$ cat config.mk
export PLATFORM = sky130hd
export DESIGN_NAME = i2c_register_access_sequencer
export DESIGN_NICKNAME = d
export VERILOG_FILES = /design/src/hdl/i2c_ras_pkg.sv /design/src/hdl/i2c_ras_ram.sv /design/src/hdl/i2c_register_access_sequencer.sv
export SDC_FILE = /design/constraint.sdc
export NUM_CORES = 1
export LEC_CHECK = 0
export BUFFER_PORTS_ARGS = -buffer_cell sky130_fd_sc_hd__buf_2
export CELL_PAD_IN_SITES_DETAIL_PLACEMENT = 0
export CELL_PAD_IN_SITES_GLOBAL_PLACEMENT = 1
export CORE_ASPECT_RATIO = 1.1
export CORE_MARGIN = 2
export CORE_UTILIZATION = 45
export DETAILED_ROUTE_END_ITERATION = 16
export GPL_ROUTABILITY_DRIVEN = 0
export GPL_TIMING_DRIVEN = 1
export PLACE_DENSITY = 0.79
export REMOVE_ABC_BUFFERS = 1
export SLEW_MARGIN = 10
export SYNTH_ARGS = -nofsm -noshare
export SYNTH_HDL_FRONTEND = slang
export SYNTH_HIERARCHICAL = 1
export SYNTH_SLANG_ARGS = --single-unit
$ cat constraint.sdc
create_clock -name i_clk -period 7.65 [get_ports i_clk]
set_input_delay 0.3825 -clock i_clk [delete_from_list [all_inputs] [get_ports i_clk]]
set_output_delay 0.3825 -clock i_clk [all_outputs]
set_load 0.1 [all_outputs]
$ cat src/hdl/i2c_ras_pkg.sv
// Shared types and constants of the I2C register access sequencer.
// Holds request, action and status codes, the phase encoding and the item layouts.
// No dependencies; the top level and the checker refer to it by scoped names.
package i2c_ras_pkg;

    // Default number of slots in each ring; one slot always stays free.
    localparam int QUEUE_DEPTH = 8;

    // Stream widths; the tdata widths are padded to whole bytes.
    localparam int IN_TDATA_W  = 48;
    localparam int IN_TUSER_W  = 2;
    localparam int OUT_TDATA_W = 40;

    // Request kinds carried in the slave-side tuser.
    typedef enum logic [1:0] {
        REQ_ENQUEUE   = 2'd0,
        REQ_POP       = 2'd1,
        REQ_BUS_EVENT = 2'd2
    } t_req;

    // Actions handed to the byte-level bus engine.
    typedef enum logic [2:0] {
        ACT_NONE    = 3'd0,
        ACT_START   = 3'd1,
        ACT_RESTART = 3'd2,
        ACT_SEND    = 3'd3,
        ACT_RECV    = 3'd4,
        ACT_STOP    = 3'd5
    } t_action;

    // Status codes reported by the bus engine; the low three bits carry no meaning.
    localparam logic [7:0] STATUS_MASK   = 8'hF8;
    localparam logic [7:0] ST_START      = 8'h08;
    localparam logic [7:0] ST_RESTART    = 8'h10;
    localparam logic [7:0] ST_WADDR_ACK  = 8'h18;
    localparam logic [7:0] ST_DATA_ACK   = 8'h28;
    localparam logic [7:0] ST_DATA_NACK  = 8'h30;
    localparam logic [7:0] ST_RADDR_ACK  = 8'h40;
    localparam logic [7:0] ST_RDATA_ACK  = 8'h50;
    localparam logic [7:0] ST_RDATA_NACK = 8'h58;

    // Read direction bit of an address byte.
    localparam logic [7:0] ADDR_READ_BIT = 8'h01;

    // Transfer phase, one-hot.
    typedef enum logic [8:0] {
        PH_FIRST_START  = 9'b000000001,
        PH_READ_ADDR    = 9'b000000010,
        PH_READ_REG     = 9'b000000100,
        PH_SECOND_START = 9'b000001000,
        PH_READ_ADDR_2  = 9'b000010000,
        PH_READ_DATA    = 9'b000100000,
        PH_WRITE_ADDR   = 9'b001000000,
        PH_WRITE_REG    = 9'b010000000,
        PH_WRITE_DATA   = 9'b100000000
    } t_phase;

    // One command or response entry, address in the lowest bits.
    typedef struct packed {
        logic       rd;
        logic [7:0] data;
        logic [7:0] reg_idx;
        logic [7:0] addr;
    } t_cmd;

    localparam int CMD_W = $bits(t_cmd);

    // Payload of one request, dev_addr in the lowest bits.
    typedef struct packed {
        logic [7:0] rx_byte;
        logic [7:0] bus_status;
        logic       is_read;
        logic [7:0] wr_data;
        logic [7:0] reg_index;
        logic [7:0] dev_addr;
    } t_in_data;

    localparam int IN_FIELDS_W = $bits(t_in_data);

    // One result item, accepted in the lowest bit.
    typedef struct packed {
        logic       resp_is_read;
        logic [7:0] resp_data;
        logic [7:0] resp_reg;
        logic [7:0] resp_addr;
        logic       resp_valid;
        logic [7:0] tx_byte;
        t_action    bus_action;
        logic       accepted;
    } t_result;

    localparam int RESULT_W = $bits(t_result);

endpackage

$ cat src/hdl/i2c_ras_ram.sv
// Generic single-port-write, single-port-read RAM with a registered read.
// Used for both rings of the I2C register access sequencer; no dependencies.
// A read of the address written in the same cycle returns the old contents.
module i2c_ras_ram #(
    parameter int WIDTH = 25,
    parameter int DEPTH = 8
) (
    input  logic                     i_clk,
    input  logic                     i_we,
    input  logic [$clog2(DEPTH)-1:0] i_waddr,
    input  logic [WIDTH-1:0]         i_wdata,
    input  logic [$clog2(DEPTH)-1:0] i_raddr,
    output logic [WIDTH-1:0]         o_rdata
);

    logic [WIDTH-1:0] r_mem [DEPTH];
    logic [WIDTH-1:0] r_rdata;

    // Write port and registered read port.
    always_ff @(posedge i_clk) begin
        if (i_we) begin
            r_mem[i_waddr] <= i_wdata;
        end
        r_rdata <= r_mem[i_raddr];
    end

    assign o_rdata = r_rdata;

endmodule

$ cat src/hdl/i2c_register_access_sequencer.sv
// Top level of the I2C register access sequencer.
// Depends on i2c_ras_pkg for codes and layouts and on i2c_ras_ram for both rings.
//
// Usage:
// The slave channel takes one request per transfer. tuser selects the kind:
// enqueue a register command, pop the next read response, or report a bus
// engine status event. The master channel returns exactly one result per
// request: the enqueue acknowledge, the next bus action with its byte, and the
// popped response. Commands and responses sit in two rings of QUEUE_DEPTH
// entries each, held in RAMs with a registered read; each ring keeps
// one slot free. A request waits in the input register, its result in the output register.
// While the receiver does not stall, one request is taken every cycle: the RAM read address
// follows the next head pointer each cycle, and a write to the entry being read is forwarded.
// After reset both rings are empty, the phase is the first start and no result
// is pending; the rings need no clearing pass. When the receiver stalls, the
// result waits in the output register and one more request is held in the
// input register before tready falls.
module i2c_register_access_sequencer #(
    parameter int QUEUE_DEPTH = i2c_ras_pkg::QUEUE_DEPTH
) (
    input  logic                                i_clk,
    input  logic                                i_rst_n,
    // Request channel.
    input  logic                                i_s_tvalid,
    output logic                                o_s_tready,
    // tdata: dev_addr[7:0], reg_index[15:8], wr_data[23:16], is_read[24],
    //        bus_status[32:25], rx_byte[40:33], zero padding above.
    input  logic [i2c_ras_pkg::IN_TDATA_W-1:0]  i_s_tdata,
    // tuser: req_type[1:0].
    input  logic [i2c_ras_pkg::IN_TUSER_W-1:0]  i_s_tuser,
    // Result channel.
    output logic                                o_m_tvalid,
    input  logic                                i_m_tready,
    // tdata: accepted[0], bus_action[3:1], tx_byte[11:4], resp_valid[12],
    //        resp_addr[20:13], resp_reg[28:21], resp_data[36:29],
    //        resp_is_read[37], zero padding above.
    output logic [i2c_ras_pkg::OUT_TDATA_W-1:0] o_m_tdata
);

    localparam int PTR_W = $clog2(QUEUE_DEPTH);
    localparam int CMD_W = i2c_ras_pkg::CMD_W;

    // Advance a ring pointer with wrap at the ring depth.
    function automatic logic [PTR_W-1:0] f_next(input logic [PTR_W-1:0] p);
        return (p == PTR_W'(QUEUE_DEPTH - 1)) ? '0 : p + 1'b1;
    endfunction

    // Input register.
    logic                     r_in_v;
    i2c_ras_pkg::t_in_data    r_in;
    logic [1:0]               r_in_req;

    // Output register.
    logic                     r_out_v;
    i2c_ras_pkg::t_result     r_out;

    // Sequencer state.
    logic [PTR_W-1:0]         r_cmd_head, n_cmd_head;
    logic [PTR_W-1:0]         r_cmd_tail, n_cmd_tail;
    logic [PTR_W-1:0]         r_resp_head, n_resp_head;
    logic [PTR_W-1:0]         r_resp_tail, n_resp_tail;
    i2c_ras_pkg::t_cmd        r_active, n_active;
    i2c_ras_pkg::t_phase      r_phase, n_phase;

    // Ring ports and forwarding of same-entry writes.
    logic                     cmd_we, resp_we;
    i2c_ras_pkg::t_cmd        cmd_wdata, resp_wdata;
    logic [PTR_W-1:0]         cmd_raddr, resp_raddr;
    logic [CMD_W-1:0]         cmd_rdata, resp_rdata;
    logic                     r_cmd_fwd, r_resp_fwd;
    i2c_ras_pkg::t_cmd        r_cmd_fwd_data, r_resp_fwd_data;
    i2c_ras_pkg::t_cmd        cmd_entry, resp_entry;

    logic                     fire;
    logic                     cmd_empty, cmd_full, resp_empty, resp_full;
    logic [7:0]               status;
    i2c_ras_pkg::t_result     res;

    // Handshakes: a request moves on when the output register is free or drains.
    assign fire       = r_in_v && (!r_out_v || i_m_tready);
    assign o_s_tready = !r_in_v || fire;
    assign o_m_tvalid = r_out_v;
    assign o_m_tdata  = i2c_ras_pkg::OUT_TDATA_W'(r_out);

    // Input register.
    always_ff @(posedge i_clk) begin
        if (!i_rst_n) begin
            r_in_v <= 1'b0;
        end else if (o_s_tready) begin
            r_in_v <= i_s_tvalid;
        end
        if (i_s_tvalid && o_s_tready) begin
            r_in     <= i2c_ras_pkg::t_in_data'(i_s_tdata[i2c_ras_pkg::IN_FIELDS_W-1:0]);
            r_in_req <= i_s_tuser;
        end
    end

    // Ring status and the head entries, with writes of the last cycle forwarded.
    assign cmd_empty  = (r_cmd_head == r_cmd_tail);
    assign cmd_full   = (f_next(r_cmd_tail) == r_cmd_head);
    assign resp_empty = (r_resp_head == r_resp_tail);
    assign resp_full  = (f_next(r_resp_tail) == r_resp_head);
    assign cmd_entry  = r_cmd_fwd ? r_cmd_fwd_data : i2c_ras_pkg::t_cmd'(cmd_rdata);
    assign resp_entry = r_resp_fwd ? r_resp_fwd_data : i2c_ras_pkg::t_cmd'(resp_rdata);
    assign status     = r_in.bus_status & i2c_ras_pkg::STATUS_MASK;

    // Request decode and next state.
    always_comb begin
        n_cmd_head  = r_cmd_head;
        n_cmd_tail  = r_cmd_tail;
        n_resp_head = r_resp_head;
        n_resp_tail = r_resp_tail;
        n_active    = r_active;
        n_phase     = r_phase;
        res         = '0;
        cmd_we      = 1'b0;
        resp_we     = 1'b0;
        cmd_wdata   = '{rd: r_in.is_read, data: r_in.wr_data,
                        reg_idx: r_in.reg_index, addr: r_in.dev_addr};
        resp_wdata  = '{rd: r_active.rd, data: r_in.rx_byte,
                        reg_idx: r_active.reg_idx, addr: r_active.addr};
        if (fire) begin
            unique case (r_in_req)
                i2c_ras_pkg::REQ_ENQUEUE: begin
                    if (!cmd_full) begin
                        cmd_we       = 1'b1;
                        n_cmd_tail   = f_next(r_cmd_tail);
                        res.accepted = 1'b1;
                        if (cmd_empty) begin
                            n_phase        = i2c_ras_pkg::PH_FIRST_START;
                            res.bus_action = i2c_ras_pkg::ACT_START;
                        end
                    end
                end
                i2c_ras_pkg::REQ_POP: begin
                    if (!resp_empty) begin
                        n_resp_head      = f_next(r_resp_head);
                        res.resp_valid   = 1'b1;
                        res.resp_addr    = resp_entry.addr;
                        res.resp_reg     = resp_entry.reg_idx;
                        res.resp_data    = resp_entry.data;
                        res.resp_is_read = resp_entry.rd;
                    end
                end
                i2c_ras_pkg::REQ_BUS_EVENT: begin
                    unique case (status)
                        i2c_ras_pkg::ST_START, i2c_ras_pkg::ST_RESTART: begin
                            if (r_phase == i2c_ras_pkg::PH_SECOND_START) begin
                                res.tx_byte    = r_active.addr | i2c_ras_pkg::ADDR_READ_BIT;
                                res.bus_action = i2c_ras_pkg::ACT_SEND;
                                n_phase        = i2c_ras_pkg::PH_READ_ADDR_2;
                            end else if (!cmd_empty) begin
                                n_active       = cmd_entry;
                                n_cmd_head     = f_next(r_cmd_head);
                                n_phase        = cmd_entry.rd ? i2c_ras_pkg::PH_READ_ADDR
                                                              : i2c_ras_pkg::PH_WRITE_ADDR;
                                res.tx_byte    = cmd_entry.addr;
                                res.bus_action = i2c_ras_pkg::ACT_SEND;
                            end else begin
                                res.bus_action = i2c_ras_pkg::ACT_STOP;
                            end
                        end
                        i2c_ras_pkg::ST_WADDR_ACK: begin
                            res.tx_byte    = r_active.reg_idx;
                            res.bus_action = i2c_ras_pkg::ACT_SEND;
                            if (r_phase == i2c_ras_pkg::PH_READ_ADDR) begin
                                n_phase = i2c_ras_pkg::PH_READ_REG;
                            end else if (r_phase == i2c_ras_pkg::PH_WRITE_ADDR) begin
                                n_phase = i2c_ras_pkg::PH_WRITE_REG;
                            end
                        end
                        i2c_ras_pkg::ST_DATA_ACK, i2c_ras_pkg::ST_DATA_NACK: begin
                            if (r_phase == i2c_ras_pkg::PH_READ_REG) begin
                                n_phase        = i2c_ras_pkg::PH_SECOND_START;
                                res.bus_action = i2c_ras_pkg::ACT_RESTART;
                            end else if (r_phase == i2c_ras_pkg::PH_WRITE_REG) begin
                                n_phase        = i2c_ras_pkg::PH_WRITE_DATA;
                                res.tx_byte    = r_active.data;
                                res.bus_action = i2c_ras_pkg::ACT_SEND;
                            end else if (r_phase == i2c_ras_pkg::PH_WRITE_DATA) begin
                                if (!cmd_empty) begin
                                    n_phase        = i2c_ras_pkg::PH_FIRST_START;
                                    res.bus_action = i2c_ras_pkg::ACT_RESTART;
                                end else begin
                                    res.bus_action = i2c_ras_pkg::ACT_STOP;
                                end
                            end
                        end
                        i2c_ras_pkg::ST_RDATA_ACK, i2c_ras_pkg::ST_RDATA_NACK: begin
                            // Received byte joins the active command; a full ring drops it.
                            n_active = resp_wdata;
                            if (!resp_full) begin
                                resp_we     = 1'b1;
                                n_resp_tail = f_next(r_resp_tail);
                            end
                            if (!cmd_empty) begin
                                n_phase        = i2c_ras_pkg::PH_FIRST_START;
                                res.bus_action = i2c_ras_pkg::ACT_RESTART;
                            end else begin
                                n_phase        = i2c_ras_pkg::PH_READ_DATA;
                                res.bus_action = i2c_ras_pkg::ACT_STOP;
                            end
                        end
                        i2c_ras_pkg::ST_RADDR_ACK: begin
                            n_phase        = i2c_ras_pkg::PH_READ_DATA;
                            res.bus_action = i2c_ras_pkg::ACT_RECV;
                        end
                        default: begin
                            if (!cmd_empty) begin
                                n_phase        = i2c_ras_pkg::PH_FIRST_START;
                                res.bus_action = i2c_ras_pkg::ACT_RESTART;
                            end else begin
                                res.bus_action = i2c_ras_pkg::ACT_STOP;
                            end
                        end
                    endcase
                end
                default: begin
                end
            endcase
        end
    end

    // The rings are read every cycle at the head they will have next cycle.
    assign cmd_raddr  = i_rst_n ? n_cmd_head : '0;
    assign resp_raddr = i_rst_n ? n_resp_head : '0;

    // Sequencer state and write forwarding.
    always_ff @(posedge i_clk) begin
        if (!i_rst_n) begin
            r_cmd_head  <= '0;
            r_cmd_tail  <= '0;
            r_resp_head <= '0;
            r_resp_tail <= '0;
            r_active    <= '0;
            r_phase     <= i2c_ras_pkg::PH_FIRST_START;
            r_cmd_fwd   <= 1'b0;
            r_resp_fwd  <= 1'b0;
        end else begin
            r_cmd_head  <= n_cmd_head;
            r_cmd_tail  <= n_cmd_tail;
            r_resp_head <= n_resp_head;
            r_resp_tail <= n_resp_tail;
            r_active    <= n_active;
            r_phase     <= n_phase;
            r_cmd_fwd   <= cmd_we && (r_cmd_tail == cmd_raddr);
            r_resp_fwd  <= resp_we && (r_resp_tail == resp_raddr);
        end
        r_cmd_fwd_data  <= cmd_wdata;
        r_resp_fwd_data <= resp_wdata;
    end

    // Output register.
    always_ff @(posedge i_clk) begin
        if (!i_rst_n) begin
            r_out_v <= 1'b0;
        end else if (fire) begin
            r_out_v <= 1'b1;
        end else if (i_m_tready) begin
            r_out_v <= 1'b0;
        end
        if (fire) begin
            r_out <= res;
        end
    end

    // Command ring.
    i2c_ras_ram #(
        .WIDTH(CMD_W),
        .DEPTH(QUEUE_DEPTH)
    ) u_cmd_ram (
        .i_clk  (i_clk),
        .i_we   (cmd_we),
        .i_waddr(r_cmd_tail),
        .i_wdata(CMD_W'(cmd_wdata)),
        .i_raddr(cmd_raddr),
        .o_rdata(cmd_rdata)
    );

    // Response ring.
    i2c_ras_ram #(
        .WIDTH(CMD_W),
        .DEPTH(QUEUE_DEPTH)
    ) u_resp_ram (
        .i_clk  (i_clk),
        .i_we   (resp_we),
        .i_waddr(r_resp_tail),
        .i_wdata(CMD_W'(resp_wdata)),
        .i_raddr(resp_raddr),
        .o_rdata(resp_rdata)
    );

endmodule

==> results.yml <==
outcome:
  run_status: "complete, but fails checks"
  violations: "DRC"
floorplan:
  num_io_pins: 96
  die_area_mm2: 0.0539
  fp.coreArea_mm2: 0.0514
  die_w_um: 222
  start_util_pct: 45.6
  rows: 87
  fp.dieH_um: 243
drt:
  wl_um: 44600
  drtIter0Drc: 779
  drc_errors: 6
  avgViaCountPerCell: 5.40
  dr.pass1.iters: 11
  num_vias: 11300
  wire_per_inst_um: 21.4
  drtAntennaViolNets: 0
placement:
  placed_area_mm2: 0.0246
  dp_cells: 1933
  dpl.hpwl_um: 25200
  numPortBuffers: 83
run:
  cap_violations: 0
synthesis:
  postSynthCellCount: 1224
  synth_area_leader_cell: "edfxtp_1"
  avgSynthCellArea_um2: 19.1
  yosysMostFrequentCell: "edfxtp_1"
  synthSimpleGateAreaFrac_pct: 3.92
  yosys_warnings: 6
  synthTopCellsByArea: "edfxtp_1 61%, dfxtp_1 13%, mux4_1 11%"
  ys_seq_area_share_pct: 74.1
  yosysTopAreaCellShare_pct: 61.2
  muxShareOfSynthArea_pct: 16.5
  synth_top_family_by_area: "multiplexers"
  synth_async_sr_flop_share_pct: 0
  synth_edf_count: 478
  yosys.area_share.xor_xnor_pct: 0.561
  syn-cell-area_mm2: 0.0234
  synth_fa_ha_area_share_pct: 0.427
  ys_seq_elements: 628
  synth-compound-area-share_pct: 2.94
  ys_types: 64
  synthTopCellsByCount: "478 x edfxtp_1, 150 x dfxtp_1, 100 x mux4_1"
  yosys_most_used_dff: "edfxtp_1"
setup_path:
  end_kind: "register"
  worst-setup-path-type: "reg -> reg"
  rr_worst_depth: 9
  path_cells: "xor2_1 -> o311ai_4 -> buf_4 -> nor2_1 -> mux2i_1 -> nor2_4 -> buf_4 -> mux4_1 -> mux2_2"
  reg2reg_from: "r_resp_tail[0]$_SDFFE_PN0P_"
  crit_slowest_cell: "mux4_1"
  cp.required_ps: 8150
  path_max_fanout: 32
  cpMostUsedCell: "buf_4"
  critical_path_arrival_ps: 4480
  slowest_delay_ps: 640
  critPathLaunch: "r_resp_tail[0]$_SDFFE_PN0P_"
  crit_path_start_kind: "register"
layout:
  antenna_cells: 0
  syn_to_final_growth_pct: 15.7
  stdcell_area_mm2: 0.0271
  final_core_util_pct: 52.8
  nets: 1430
  finalNonFillerCells: 2086
  drive_gt1_share_pct: 20.1
timing:
  min_period_ps: 3970
  hold_viol: 0
  tns_ps: 0
  slew_viol_final: 0
  min_period_over_period_pct: 52.0
  fin_skew_ps: 28.9
  clock.fmax_mhz: 252
  maxSlewHeadroom_pct: 30.2
  tightest_slew_ps: 1050
  rsz0062_at_grt: "no"
  setup_violations: 0
clock_tree:
  cts_setup_buffers: 0
  cts.repair.resized: 0
  cts.sinks: 628
  postCtsHoldBufs: 41
  cts_tree: "yes"
  insertion_delay_ps: 620
  clockRootBuffer: "clkbuf_16"
  path_clk_slew_ps: 60
  h-tree-depth: 2
  clockBufferDepth: 3
  cts_buffers: 59
worst_hold_path:
  hp-class: "in -> reg"
  hold_start: "i_m_tready"
  worstHoldPathCells: 4
global_routing:
  grtUsageTotal_pct: 16.6
  grt_pass1_wl_um: 68000
  antenna_found_initial: 0
  gr-total-overflow: 0
  grt_max_degree: 52
  grt_pass1_vias: 11500
power_and_ir_drop:
  vdd.ir_drop.worst_mv: 0.211
  power.total_w: 0.00693
  powerDensity_mw_per_mm2: 255
  leakagePower_nw: 9.10
==> through the flow <==
stage          hold slack (ps)  worst slack (ps)
2_1_floorplan              413              1040
3_3_place_gp               452              3680
3_5_place_dp               455              3640
4_1_cts                   40.8              3600
5_1_grt                    106              3470
6_report                  67.1              3680
==> sequential cells by signal, summed over array words and instances, names as in the netlist, 9 cells and up <==
| register | cells |
|---|---|
| r_in | 13 |
| u_cmd_ram/r_mem | 200 |
| cmd_wdata | 25 |
| r_cmd_fwd_data | 25 |
| r_resp_fwd_data | 25 |
| u_cmd_ram/o_rdata | 25 |
| o_m_tdata | 38 |
| u_resp_ram/o_rdata | 25 |
| r_active | 25 |
| r_phase | 9 |
| u_resp_ram/r_mem | 200 |
==> area by class of cell <==
cell class / count / area, um^2
fillers: 4013 / 24300
flip-flops and latches: 628 / 17400
multi-input cells: 528 / 5880
clock buffers: 75 / 1610
repair buffers: 141 / 953
well taps: 667 / 835
clock inverters: 37 / 458
inverters: 10 / 37.5
==> cells by family after synthesis <==
| family | count (synthesis) |
|---|---|
| xor gates and xnor gates | 15 |
| DFF | 628 |
| and+or+nand+nor | 195 |
| other | 1 |
| adders and majority gates | 8 |
| buffers and inverters | 69 |
| AOI/OAI and AO/OA | 91 |
| muxes | 217 |
==> worst max-delay path: cells and delay by family, from the launching register on <==
kind / cells / cell delay, ps
DFF: 1 / 560
buffers and inverters: 2 / 920
muxes: 3 / 1130
AOI/OAI and AO/OA: 1 / 280
and+or+nand+nor: 2 / 760
xor gates and xnor gates: 1 / 170
==> per-layer routing <==
| metal | track usage, % | routed length (um) | share of wire (%) |
|---|---|---|---|
| met3 | 2.28 | 1660 | 3.7 |
| met4 | 5.41 | 1060 | 2.4 |
| met2 | 29.2 | 22900 | 51 |
| met1 | 21.3 | 19000 | 43 |
| met5 | 0 | 0 | 0 |
==> final timing paths <==
| path | end | slack (ps) |
|---|---|---|
| worst min-delay path | o_m_tvalid$_SDFFE_PN0P_ | 70 |
| worst max-delay path | u_resp_ram/o_rdata[13]$_DFF_P_ | 3680 |
| worst min register to register | r_active[16]$_SDFFE_PN0P_ | 470 |
| worst max register to register | u_resp_ram/o_rdata[13]$_DFF_P_ | 3680 |
==> where the power goes <==
part,total [W],internal (W),switching (W)
Combinational,0.000155,0.0000442,0.000111
Sequential,0.00372,0.00369,0.0000351
Clock,0.00305,0.00180,0.00125
==> cells in the final DEF, fill, tap and decap left out, types with 13 or more instances in the layout <==
| master | synthesis | routed |
|---|---|---|
| a211oi_1 | 14 | 14 |
| a21oi_1 | 19 | 18 |
| buf_2 | 4 | 83 |
| buf_4 | 4 | 17 |
| clkbuf_16 | 0 | 60 |
| clkinv_1 | 1 | 13 |
| dfxtp_1 | 150 | 150 |
| dlygate4sd3_1 | 0 | 41 |
| edfxtp_1 | 478 | 478 |
| mux2_2 | 56 | 56 |
| mux2i_1 | 61 | 61 |
| mux4_1 | 100 | 100 |
| nand2_1 | 42 | 42 |
| nor2_1 | 95 | 78 |
| nor2_4 | 0 | 17 |
Note: power is estimated with default switching activity, not from simulation.
